<file path="config.mk">
export PLATFORM = sky130hd
export DESIGN_NAME = tls_client_hello_sni_parser_top
export DESIGN_NICKNAME = d
export VERILOG_FILES = /design/src/rtl/tcsp_pkg.sv /design/src/rtl/tcsp_parser.sv /design/src/rtl/tls_client_hello_sni_parser_top.sv
export VERILOG_INCLUDE_DIRS = /design/src /design/src/rtl
export SDC_FILE = /design/constraint.sdc
export NUM_CORES = 1
export LEC_CHECK = 0
export BUFFER_PORTS_ARGS = -buffer_cell sky130_fd_sc_hd__buf_4
export CAP_MARGIN = 20
export CORE_MARGIN = 8
export CORE_UTILIZATION = 60
export CTS_CLUSTER_SIZE = 40
export DETAILED_ROUTE_END_ITERATION = 12
export PLACE_DENSITY = 0.74
export SKIP_LAST_GASP = 1
export SYNTH_ARGS = -nofsm -noshare
export SYNTH_HDL_FRONTEND = slang
export SYNTH_SLANG_ARGS = --single-unit
</file>
<file path="constraint.sdc">
create_clock -name clk -period 17.04 [get_ports clk]
set_input_delay 3.408 -clock clk [delete_from_list [all_inputs] [get_ports clk]]
set_output_delay 3.408 -clock clk [all_outputs]
set_load 0.005 [all_outputs]
</file>
<file path="src/rtl/tls_client_hello_sni_parser_top_macros.svh">
// ---------------------------------------------------------------------------
// Assertion macros for the TLS ClientHello SNI parser.
// Both forms compile to nothing when SYNTHESIS is defined.
// ---------------------------------------------------------------------------
`ifndef TLS_CLIENT_HELLO_SNI_PARSER_TOP_MACROS_SVH
`define TLS_CLIENT_HELLO_SNI_PARSER_TOP_MACROS_SVH

`ifndef SYNTHESIS
// Check a property on every rising edge outside reset.
`define TCSP_ASSERT(lbl, clk, rst, prop) \
  lbl: assert property (@(posedge clk) disable iff (rst) prop) \
    else $error("tcsp assertion failed");
// Check a property on every rising edge, reset included.
`define TCSP_ASSERT_ALWAYS(lbl, clk, prop) \
  lbl: assert property (@(posedge clk) prop) \
    else $error("tcsp assertion failed");
`else
`define TCSP_ASSERT(lbl, clk, rst, prop)
`define TCSP_ASSERT_ALWAYS(lbl, clk, prop)
`endif

`endif

</file>
<file path="src/rtl/tcsp_pkg.sv">
// ---------------------------------------------------------------------------
// tcsp_pkg
// Shared types and constants of the TLS ClientHello SNI parser.
// ---------------------------------------------------------------------------
`default_nettype none

package tcsp_pkg;

  localparam logic [1:0] ST_OK        = 2'd0;
  localparam logic [1:0] ST_NEED_MORE = 2'd1;
  localparam logic [1:0] ST_NO_SNI    = 2'd2;
  localparam logic [1:0] ST_BAD       = 2'd3;

  localparam logic [7:0]  HELLO_TYPE = 8'h01;
  localparam logic [7:0]  CH_SPACE   = 8'h20;
  localparam logic [7:0]  CH_TAB     = 8'h09;
  localparam logic [7:0]  CH_CR      = 8'h0D;
  localparam logic [7:0]  CH_DOT     = 8'h2E;
  localparam logic [15:0] FIXED_LEN  = 16'd34;
  localparam logic [23:0] MIN_BODY   = 24'd35;
  localparam logic [15:0] CAP_RESET  = 16'd256;

  typedef struct packed {
    logic        is_verdict;
    logic [7:0]  host_byte;
    logic [1:0]  status;
    logic [15:0] host_length;
    logic        last_of_run;
  } result_t;

  typedef struct packed {
    logic [1:0] count;
    result_t    first;
    result_t    second;
  } step_out_t;

endpackage

`default_nettype wire

</file>
<file path="src/rtl/tcsp_parser.sv">
// ---------------------------------------------------------------------------
// tcsp_parser
// Byte-serial ClientHello walker: one byte per step, up to two results.
// ---------------------------------------------------------------------------
`default_nettype none

module tcsp_parser #(
  parameter int POSITION_BITS = 24
) (
  input  wire logic              clk,
  input  wire logic              rst,
  input  wire logic              step,
  input  wire logic [7:0]        data_byte,
  input  wire logic              last_byte,
  input  wire logic [15:0]       host_capacity,
  output tcsp_pkg::step_out_t    step_out
);
  import tcsp_pkg::*;

  localparam int P = POSITION_BITS;
  localparam int W = POSITION_BITS + 2;

  localparam logic [4:0] PH_HDR0 = 5'd0,  PH_HDR1 = 5'd1,  PH_HDR2 = 5'd2;
  localparam logic [4:0] PH_HDR3 = 5'd3,  PH_FIXED = 5'd4, PH_SID_LEN = 5'd5;
  localparam logic [4:0] PH_SID = 5'd6,   PH_CS0 = 5'd7,   PH_CS1 = 5'd8;
  localparam logic [4:0] PH_CS = 5'd9,    PH_CM_LEN = 5'd10, PH_CM = 5'd11;
  localparam logic [4:0] PH_EXTS0 = 5'd12, PH_EXTS1 = 5'd13, PH_EXT_T0 = 5'd14;
  localparam logic [4:0] PH_EXT_T1 = 5'd15, PH_EXT_L0 = 5'd16, PH_EXT_L1 = 5'd17;
  localparam logic [4:0] PH_EXT_SKIP = 5'd18, PH_SNI_L0 = 5'd19, PH_SNI_L1 = 5'd20;
  localparam logic [4:0] PH_LIST0 = 5'd21, PH_LIST1 = 5'd22, PH_NAME_TYPE = 5'd23;
  localparam logic [4:0] PH_NAME_L0 = 5'd24, PH_NAME_L1 = 5'd25;
  localparam logic [4:0] PH_NAME_SKIP = 5'd26, PH_NAME_VALUE = 5'd27;
  localparam logic [4:0] PH_DRAIN = 5'd28, PH_DONE = 5'd29;

  typedef struct packed {
    logic [4:0] ph;
    logic       dec;
    logic [1:0] st;
  } goto_t;

  // where to go once a skip or a field run ends
  function automatic goto_t after_skip(input logic [4:0] ph, input logic [W-1:0] p,
                                       input logic [W-1:0] e, input logic [W-1:0] xe,
                                       input logic [W-1:0] nle);
    goto_t g;
    g = '{ph: PH_DRAIN, dec: 1'b0, st: ST_OK};
    case (ph)
      PH_FIXED: g.ph = PH_SID_LEN;
      PH_SID:   g.ph = PH_CS0;
      PH_CS:    g.ph = PH_CM_LEN;
      PH_CM: begin
        if (p == e) begin
          g.dec = 1'b1; g.st = ST_NO_SNI;
        end else if (e < p + W'(2)) begin
          g.dec = 1'b1; g.st = ST_BAD;
        end else begin
          g.ph = PH_EXTS0;
        end
      end
      PH_EXT_SKIP: begin
        if (p + W'(4) <= xe) begin
          g.ph = PH_EXT_T0;
        end else begin
          g.dec = 1'b1; g.st = (p == xe) ? ST_NO_SNI : ST_BAD;
        end
      end
      default: begin
        if (p + W'(3) <= nle) begin
          g.ph = PH_NAME_TYPE;
        end else begin
          g.dec = 1'b1; g.st = ST_NO_SNI;
        end
      end
    endcase
    return g;
  endfunction

  logic [4:0]   phase, phase_next;
  logic [P-1:0] pos, pos_next, hs_end, hs_end_next;
  logic [23:0]  acc, acc_next;
  logic [15:0]  skip, skip_next;
  logic [P-1:0] exts_end, exts_end_next, ext_end, ext_end_next;
  logic [P-1:0] list_end, list_end_next, value_end, value_end_next;
  logic [15:0]  name_count, name_count_next, dot_end, dot_end_next;
  logic [15:0]  non_dot_end, non_dot_end_next;
  logic [1:0]   dec_status, dec_status_next;
  logic         dec_flag, dec_flag_next, verdict_sent, verdict_sent_next;

  logic         echo, ready, fire_v, need;
  goto_t        g;
  logic         go;
  logic [P-1:0] pos1;
  logic [W-1:0] pw, ew, bw, nw, xew, sum;
  logic [15:0]  n16, cnt, t;
  logic [23:0]  len24;
  logic         finish;
  result_t      r_echo, r_verd, r_need;

  always_comb begin
    phase_next = phase; pos_next = pos; hs_end_next = hs_end; acc_next = acc;
    skip_next = skip; exts_end_next = exts_end; ext_end_next = ext_end;
    list_end_next = list_end; value_end_next = value_end;
    name_count_next = name_count; dot_end_next = dot_end;
    non_dot_end_next = non_dot_end; dec_status_next = dec_status;
    dec_flag_next = dec_flag; verdict_sent_next = verdict_sent;
    echo = 1'b0; ready = 1'b0; go = 1'b0; finish = 1'b0;
    g = '{ph: PH_DRAIN, dec: 1'b0, st: ST_OK};
    pos1 = pos + P'(1);
    pw = W'(pos1); ew = W'(hs_end); bw = W'(data_byte);
    n16 = {acc[7:0], data_byte}; nw = W'(n16); xew = W'(exts_end);
    sum = pw + nw; cnt = name_count + 16'd1; t = dot_end;
    len24 = {acc[15:0], data_byte};

    unique case (phase)
      PH_HDR0: begin
        if (data_byte != HELLO_TYPE) begin
          dec_flag_next = 1'b1; dec_status_next = ST_BAD;
        end
        phase_next = PH_HDR1;
      end
      PH_HDR1: begin
        acc_next = {16'd0, data_byte}; phase_next = PH_HDR2;
      end
      PH_HDR2: begin
        acc_next = {acc[15:0], data_byte}; phase_next = PH_HDR3;
      end
      PH_HDR3: begin
        if (dec_flag || ((len24 >> P) != 24'd0)) begin
          go = 1'b1; g.dec = 1'b1; g.st = ST_BAD; ready = 1'b1;
        end else begin
          hs_end_next = len24[P-1:0];
          if (len24 < MIN_BODY) begin
            go = 1'b1; g.dec = 1'b1; g.st = ST_BAD;
          end else begin
            skip_next = FIXED_LEN; phase_next = PH_FIXED;
          end
          ready = (len24 == 24'd0);
        end
      end
      PH_DONE: ;
      default: begin
        pos_next = pos1;
        ready = (pos1 == hs_end);
        unique case (phase)
          PH_FIXED, PH_SID, PH_CS, PH_CM, PH_EXT_SKIP, PH_NAME_SKIP: begin
            skip_next = skip - 16'd1;
            if (skip_next == 16'd0) begin
              go = 1'b1; g = after_skip(phase, pw, ew, xew, W'(list_end));
            end
          end
          PH_SID_LEN: begin
            go = 1'b1;
            if (ew < pw + bw + W'(2)) begin
              g.dec = 1'b1; g.st = ST_BAD;
            end else begin
              skip_next = 16'(data_byte);
              if (data_byte == 8'd0) g = after_skip(PH_SID, pw, ew, xew, W'(list_end));
              else g.ph = PH_SID;
            end
          end
          PH_CS0, PH_EXTS0, PH_EXT_T0, PH_EXT_L0, PH_SNI_L0, PH_LIST0: begin
            acc_next = {16'd0, data_byte}; phase_next = phase + 5'd1;
          end
          PH_CS1: begin
            go = 1'b1;
            if (ew < sum + W'(1)) begin
              g.dec = 1'b1; g.st = ST_BAD;
            end else begin
              skip_next = n16;
              if (n16 == 16'd0) g = after_skip(PH_CS, pw, ew, xew, W'(list_end));
              else g.ph = PH_CS;
            end
          end
          PH_CM_LEN: begin
            go = 1'b1;
            if (ew < pw + bw) begin
              g.dec = 1'b1; g.st = ST_BAD;
            end else begin
              skip_next = 16'(data_byte);
              if (data_byte == 8'd0) g = after_skip(PH_CM, pw, ew, xew, W'(list_end));
              else g.ph = PH_CM;
            end
          end
          PH_EXTS1: begin
            go = 1'b1;
            if (ew < sum) begin
              g.dec = 1'b1; g.st = ST_BAD;
            end else begin
              exts_end_next = sum[P-1:0];
              g = after_skip(PH_EXT_SKIP, pw, ew, sum, W'(list_end));
            end
          end
          PH_EXT_T1: phase_next = (n16 == 16'd0) ? PH_SNI_L0 : PH_EXT_L0;
          PH_EXT_L1: begin
            go = 1'b1;
            if (sum > xew) begin
              g.dec = 1'b1; g.st = ST_BAD;
            end else begin
              skip_next = n16;
              if (n16 == 16'd0) g = after_skip(PH_EXT_SKIP, pw, ew, xew, W'(list_end));
              else g.ph = PH_EXT_SKIP;
            end
          end
          PH_SNI_L1: begin
            if (sum > xew || n16 < 16'd2) begin
              go = 1'b1; g.dec = 1'b1; g.st = ST_BAD;
            end else begin
              ext_end_next = sum[P-1:0]; phase_next = PH_LIST0;
            end
          end
          PH_LIST1: begin
            go = 1'b1;
            list_end_next = sum[P-1:0];
            if (sum > W'(ext_end)) begin
              g.dec = 1'b1; g.st = ST_BAD;
            end else begin
              g = after_skip(PH_NAME_SKIP, pw, ew, xew, sum);
            end
          end
          PH_NAME_TYPE: begin
            acc_next = {data_byte, 16'd0}; phase_next = PH_NAME_L0;
          end
          PH_NAME_L0: begin
            acc_next = {acc[23:16], data_byte, 8'd0}; phase_next = PH_NAME_L1;
          end
          PH_NAME_L1: begin
            acc_next = {acc[23:8], data_byte};
            n16 = {acc[15:8], data_byte};
            nw = W'(n16); sum = pw + nw;
            if (sum > W'(list_end)) begin
              go = 1'b1; g.dec = 1'b1; g.st = ST_BAD;
            end else if (acc[23:16] == 8'd0) begin
              value_end_next = sum[P-1:0];
              name_count_next = 16'd0; dot_end_next = 16'd0; non_dot_end_next = 16'd0;
              t = 16'd0;
              if (n16 == 16'd0) finish = 1'b1;
              else phase_next = PH_NAME_VALUE;
            end else begin
              go = 1'b1; skip_next = n16;
              if (n16 == 16'd0) g = after_skip(PH_NAME_SKIP, pw, ew, xew, W'(list_end));
              else g.ph = PH_NAME_SKIP;
            end
          end
          PH_NAME_VALUE: begin
            name_count_next = cnt;
            if (data_byte != CH_SPACE && data_byte != CH_TAB && data_byte != CH_CR) begin
              dot_end_next = (data_byte != CH_DOT) ? cnt : non_dot_end;
            end
            if (data_byte != CH_DOT) non_dot_end_next = cnt;
            echo = 1'b1;
            t = dot_end_next;
            if (pos1 == value_end) finish = 1'b1;
          end
          default: ;
        endcase
      end
    endcase

    // trimmed length decides ok or no_sni
    if (finish) begin
      go = 1'b1; g.dec = 1'b1;
      g.st = (t == 16'd0 || t >= host_capacity) ? ST_NO_SNI : ST_OK;
    end
    if (go) begin
      if (g.dec) begin
        dec_flag_next = 1'b1; dec_status_next = g.st; phase_next = PH_DRAIN;
      end else begin
        phase_next = g.ph;
      end
    end

    fire_v = ready && !verdict_sent;
    r_echo = '{is_verdict: 1'b0, host_byte: data_byte, status: ST_OK,
               host_length: 16'd0, last_of_run: 1'b0};
    r_verd.is_verdict  = 1'b1;
    r_verd.host_byte   = 8'd0;
    r_verd.status      = dec_flag_next ? dec_status_next : ST_BAD;
    r_verd.host_length = (r_verd.status == ST_OK) ? dot_end_next : 16'd0;
    r_verd.last_of_run = 1'b0;
    r_need = '{is_verdict: 1'b1, host_byte: 8'd0, status: ST_NEED_MORE,
               host_length: 16'd0, last_of_run: 1'b0};
    if (fire_v) begin
      verdict_sent_next = 1'b1; phase_next = PH_DONE;
    end
    need = last_byte && !verdict_sent_next;

    step_out = '0;
    if (echo) begin
      step_out.first = r_echo;
      if (fire_v) begin
        step_out.second = r_verd; step_out.count = 2'd2;
      end else if (need) begin
        step_out.second = r_need; step_out.count = 2'd2;
      end else begin
        step_out.count = 2'd1;
      end
    end else if (fire_v) begin
      step_out.first = r_verd; step_out.count = 2'd1;
    end else if (need) begin
      step_out.first = r_need; step_out.count = 2'd1;
    end
    if (step_out.count == 2'd2) step_out.second.last_of_run = 1'b1;
    else step_out.first.last_of_run = 1'b1;
  end

  always_ff @(posedge clk) begin
    if (rst || (step && last_byte)) begin
      phase <= PH_HDR0; pos <= '0; hs_end <= '0; acc <= '0; skip <= '0;
      exts_end <= '0; ext_end <= '0; list_end <= '0; value_end <= '0;
      name_count <= '0; dot_end <= '0; non_dot_end <= '0;
      dec_status <= ST_OK; dec_flag <= 1'b0; verdict_sent <= 1'b0;
    end else if (step) begin
      phase <= phase_next; pos <= pos_next; hs_end <= hs_end_next;
      acc <= acc_next; skip <= skip_next; exts_end <= exts_end_next;
      ext_end <= ext_end_next; list_end <= list_end_next;
      value_end <= value_end_next; name_count <= name_count_next;
      dot_end <= dot_end_next; non_dot_end <= non_dot_end_next;
      dec_status <= dec_status_next; dec_flag <= dec_flag_next;
      verdict_sent <= verdict_sent_next;
    end
  end

endmodule

`default_nettype wire

</file>
<file path="src/rtl/tls_client_hello_sni_parser_top.sv">
// ---------------------------------------------------------------------------
// tls_client_hello_sni_parser_top
// Streaming server-name extractor for a TLS ClientHello handshake message.
// ---------------------------------------------------------------------------
// Usage:
//   Input channel (in_valid/in_ready, data_byte, last_byte) carries one
//   message byte per transaction; last_byte marks the final available byte
//   and returns the parser to its start state afterwards.
//   Output channel (out_valid/out_ready) carries host name echoes and one
//   verdict per message; a byte gives zero, one or two results.
//   Config channel (cfg_valid/cfg_ready, cfg_data) writes host_capacity;
//   write it only while the block is idle. cfg_ready is always high.
// Throughput: one byte per cycle while in_ready is high; a byte yielding
//   two results drains through the four-entry output queue, which stalls
//   input only when nearly full.
// Reset: rst (synchronous) clears the parser and queue and loads
//   host_capacity with 256.
// Receiver stall: results wait in the queue; in_ready drops once fewer
//   than two free entries remain.
// ---------------------------------------------------------------------------
`default_nettype none

module tls_client_hello_sni_parser_top #(
  parameter int POSITION_BITS = 24
) (
  input  wire logic        clk,
  input  wire logic        rst,
  input  wire logic        in_valid,
  output logic             in_ready,
  input  wire logic [7:0]  data_byte,
  input  wire logic        last_byte,
  output logic             out_valid,
  input  wire logic        out_ready,
  output logic             is_verdict,
  output logic [7:0]       host_byte,
  output logic [1:0]       status,
  output logic [15:0]      host_length,
  output logic             last_of_run,
  input  wire logic        cfg_valid,
  output logic             cfg_ready,
  input  wire logic [15:0] cfg_data
);
  import tcsp_pkg::*;
  `include "tls_client_hello_sni_parser_top_macros.svh"

  localparam int FIFO_DEPTH = 4;

  logic [15:0] host_capacity;
  step_out_t   step_out;
  logic        in_acc, pop;
  result_t     queue [FIFO_DEPTH];
  logic [1:0]  wp, rp;
  logic [2:0]  count, count_next;
  result_t     head;

  assign cfg_ready = 1'b1;
  assign in_acc    = in_valid && in_ready;
  // keep room for the two results a byte can produce
  assign in_ready  = (count <= 3'(FIFO_DEPTH - 2));
  assign out_valid = (count != 3'd0);
  assign pop       = out_valid && out_ready;

  // hold the capacity register; load on a config transaction
  always_ff @(posedge clk) begin
    if (rst) begin
      host_capacity <= CAP_RESET;
    end else if (cfg_valid && cfg_ready) begin
      host_capacity <= cfg_data;
    end
  end

  tcsp_parser #(
    .POSITION_BITS(POSITION_BITS)
  ) u_parser (
    .clk          (clk),
    .rst          (rst),
    .step         (in_acc),
    .data_byte    (data_byte),
    .last_byte    (last_byte),
    .host_capacity(host_capacity),
    .step_out     (step_out)
  );

  always_comb begin
    count_next = count;
    if (in_acc) count_next = count_next + 3'(step_out.count);
    if (pop) count_next = count_next - 3'd1;
  end

  // push up to two results, advance the read side on each output transaction
  always_ff @(posedge clk) begin
    if (rst) begin
      wp <= '0; rp <= '0; count <= '0;
    end else begin
      count <= count_next;
      if (pop) rp <= rp + 2'd1;
      if (in_acc) wp <= wp + step_out.count;
    end
  end

  always_ff @(posedge clk) begin
    if (in_acc && step_out.count != 2'd0) queue[wp] <= step_out.first;
    if (in_acc && step_out.count == 2'd2) queue[wp + 2'd1] <= step_out.second;
  end

  assign head        = queue[rp];
  assign is_verdict  = head.is_verdict;
  assign host_byte   = head.host_byte;
  assign status      = head.status;
  assign host_length = head.host_length;
  assign last_of_run = head.last_of_run;

  `TCSP_ASSERT(a_count_bound, clk, rst, count <= 3'(FIFO_DEPTH))
  `TCSP_ASSERT(a_pop_only, clk, rst, (!in_acc && pop) |=> count == $past(count) - 3'd1)
  `TCSP_ASSERT(a_push_two, clk, rst, (in_acc && !pop && step_out.count == 2'd2) |=> count == $past(count) + 3'd2)

endmodule

`default_nettype wire

</file>
==> summary.txt <==
Run status
  • Status: finished, final reports clean

STA
  • Rel. slew slack: 0.132
  • Setup_tns: 0 ns
  • Worst Tran Pin Value: 1.29 ns
  • Min Hold Slack: 0.454 ns
  • RSZ-0062 raised after global routing: false
  • Max Freq: 78.6 MHz
  • Hold Fails Final Rpt: 0
  • Tcrit/Tclk final: 0.747
  • Setup violations, final: 0
  • Crit path time final: 12.73 ns
  • Slew Viols, Final: 0
  • Worst clock skew: 0.0257 ns

Floorplan
  • Core Area: 52,700 um2
  • Die width: 247 um
  • Top Ports: 61
  • Die height: 247 um
  • Die ar.: 61,000 um2
  • Num rows: 84
  • Starting density of the core: 0.607

Synthesis
  • Post-Syn Instances: 3,931
  • Syn Std Cell Area: 32,000 um2
  • Synth top area cells: dfxtp_1 19%, ha_1 13%, edfxtp_1 7.5%
  • Syn nets: 4,301
  • Top FF cell, synth: dfxtp_1
  • Syn Area/Cell: 8.14 um2
  • Largest area contributor in the netlist: dfxtp_1
  • Sequential cell area fraction in the yosys report: 0.262
  • Synth top area share: 0.187
  • Warnings from Yosys: 0
  • Post-synth EDFFs: 80
  • FF+latch count, synth: 378
  • Asr flop ratio synth: 0
  • Unique masters post-synth: 111

CTS
  • Bufs on Longest Clock Path: 3
  • Post-cts resize count: 0
  • Clk sink count: 378
  • Clock Latency Late Sink: 0.62 ns
  • CTS tree: yes
  • CTS buffer count: 44
  • Clock H-tree levels: 2
  • Clock root cell: clkbuf_16
  • Post-CTS setup buffer count: 0
  • Worst-path clk slew: 0.06 ns
  • Post-CTS Hold Buffers: 0

Layout
  • Footprint of the multi-input gates: 22,000 um2
  • Final net count: 4,272
  • Area growth, synth to finish: 8.21%
  • Flip-flop and latch area: 8370 um2
  • # fillers: 4,598
  • Ant diodes: 0
  • Layout cells sized above 1: 0.101

Setup path
  • CP max-delay cell: a2111oi_0
  • Most repeated library cell on the critical path: a21o_1
  • Crit path DAT: 13.15 ns
  • Critical path depth: 37
  • Class of the most critical setup path: primary input to flop
  • Slowest Stage Delay on Critical Path: 0.76 ns
  • Crit path buffers/inverters: 2
  • Critical Path End Type: flop
  • Reg2Reg Depth: 40
  • Crit-path max FO: 64
  • CP Launch Type: primary input
  • Worst endpoint required time: 17.46 ns
  • Top cell family by delay on the critical path: compound AO/OA/AOI/OAI gates

Power and ir drop
  • Worst VDD drop: 0.180 mV
  • Leak: 13.3 nW
  • Pwr dens: 110 nW/um2

Hold path
  • Hold path depth: 2
  • Hold Path Class: flop to flop

GRT
  • Total grt overflow: 0
  • First-pass GRT wire length: 181,000 um
  • Pin count of the biggest net entering global routing: 83
  • GRT Total Usage: 0.388
  • Initial antenna violation count: 3
  • Vias in the first global route: 28,774

Flow run
  • Max-Cap Viols: 0

Placed design
  • Port-buffer cells: 59
  • Gpl congestion: 1.10
  • Post-DP HPWL: 92,300 um

Route
  • Via count: 31,446
  • Post-Route WL: 122,000 um
  • Antenna viol nets, final: 0
  • Avg WL per Cell: 26.4 um
  • DR iter-0 viols: 4,177
  • Total iterations of the first detailed-routing run: 9
  • Vias per cell: 6.80
  • DRC: 0
-- final timing paths --
kind / slack, ns / start / to
min: 0.45 / u_parser.list_end[18] / u_parser.list_end[18]
max reg2reg: 4.85 / u_parser.pos[4] / queue[2][10]
min reg2reg: 0.45 / u_parser.list_end[18] / u_parser.list_end[18]
max: 4.31 / data_byte[6] / queue[2][10]
-- state kept, by name (all words and copies together), names as in the netlist, 2 cells and up, named ones only --
| register | flops |
|---|---|
| queue | 112 |
| u_parser.acc | 24 |
| u_parser.ext_end | 24 |
| u_parser.exts_end | 24 |
| u_parser.hs_end | 24 |
| u_parser.list_end | 24 |
| u_parser.pos | 24 |
| u_parser.value_end | 24 |
| host_capacity | 16 |
| u_parser.dot_end | 16 |
| u_parser.name_count | 16 |
| u_parser.non_dot_end | 16 |
| u_parser.skip | 16 |
| u_parser.phase | 5 |
| count | 3 |
| rp | 2 |
| u_parser.dec_status | 2 |
| wp | 2 |
-- cells in the mapped netlist, drive strengths merged (69+ instances only) --
| cell type | number |
|---|---|
| nor2 | 407 |
| nand3 | 126 |
| nand4 | 84 |
| nor4 | 121 |
| nand2 | 412 |
| ha | 338 |
| clkbuf | 157 |
| edfxtp | 80 |
| inv | 196 |
| nor3 | 86 |
| a21oi | 301 |
| xnor2 | 195 |
| dfxtp | 298 |
| a21o | 69 |
| o21ai | 155 |
| a211oi | 74 |
-- routing by layer --
| metal | track usage | up-vias | routed length [um] |
|---|---|---|---|
| li1 | - | 14332 | - |
| met1 | 0.511 | 14785 | 48500 |
| met2 | 0.576 | 1886 | 51100 |
| met3 | 0.0943 | 435 | 14200 |
| met4 | 0.220 | 8 | 8140 |
| met5 | 0 | - | 34 |
-- per-stage QoR --
stage	std cells	cell area, um2	utilization	power, mW	worst slack, ns
2_1_floorplan	3931	32000	-	2.31	5.71
3_3_place_gp	4543	33100	0.628	2.73	4.10
3_5_place_dp	4543	33100	0.628	2.73	4.07
4_1_cts	4623	34600	0.657	3.75	4.62
5_1_grt	4624	34600	0.657	3.95	3.74
6_report	4624	34600	0.657	3.79	4.31
-- kinds of logic (layout without fill, tap and decap cells) --
kind of cell	after synthesis	count (layout)	synth area share
xor gates and xnor gates	257	257	0.0737
and+or+nand+nor	1498	1498	0.242
DFF	378	378	0.262
buffers and inverters	421	426	0.0534
muxes	96	96	0.0411
AOI/OAI and AO/OA	939	939	0.194
adders and majority gates	341	341	0.134
other	1	1	0.000117
-- power by group --
part           internal (mW)  total [mW]  switching, mW
Clock                  0.592        1.02          0.430
Sequential             0.973        1.07         0.0964
Combinational          0.525        1.70           1.18
Total                   2.09        3.79           1.70
-- worst min-delay path, cell delays in order, from the launching register on --
cell and delay [ns]:
dfxtp_1 0.31, nand2_1 0.05, a21oi_1 0.05
-- layout make-up --
cell class,instances,area share
clock buffers,57,0.0344
clock inverters,23,0.0102
inverters,204,0.0222
multi-input cells,3132,0.636
repair buffers,142,0.0307
flip-flops and latches,378,0.242
well taps,688,0.0249
-- cell usage in the layout (no fill, tap or decap), types with 44 or more instances in the layout --
| master | n |
|---|---|
| a211oi_1 | 71 |
| a21o_1 | 69 |
| a21oi_1 | 298 |
| a22oi_1 | 44 |
| buf_4 | 141 |
| clkbuf_16 | 44 |
| dfxtp_1 | 297 |
| edfxtp_1 | 80 |
| ha_1 | 338 |
| inv_1 | 191 |
| mux2i_1 | 65 |
| nand2_1 | 411 |
| nand3_1 | 123 |
| nand4_1 | 80 |
| nor2_1 | 401 |
| nor3_1 | 79 |
| nor4_1 | 55 |
| nor4_2 | 64 |
| o21ai_0 | 146 |
| xnor2_1 | 189 |
| xor2_1 | 57 |
Note: power is estimated with default switching activity, not from simulation.
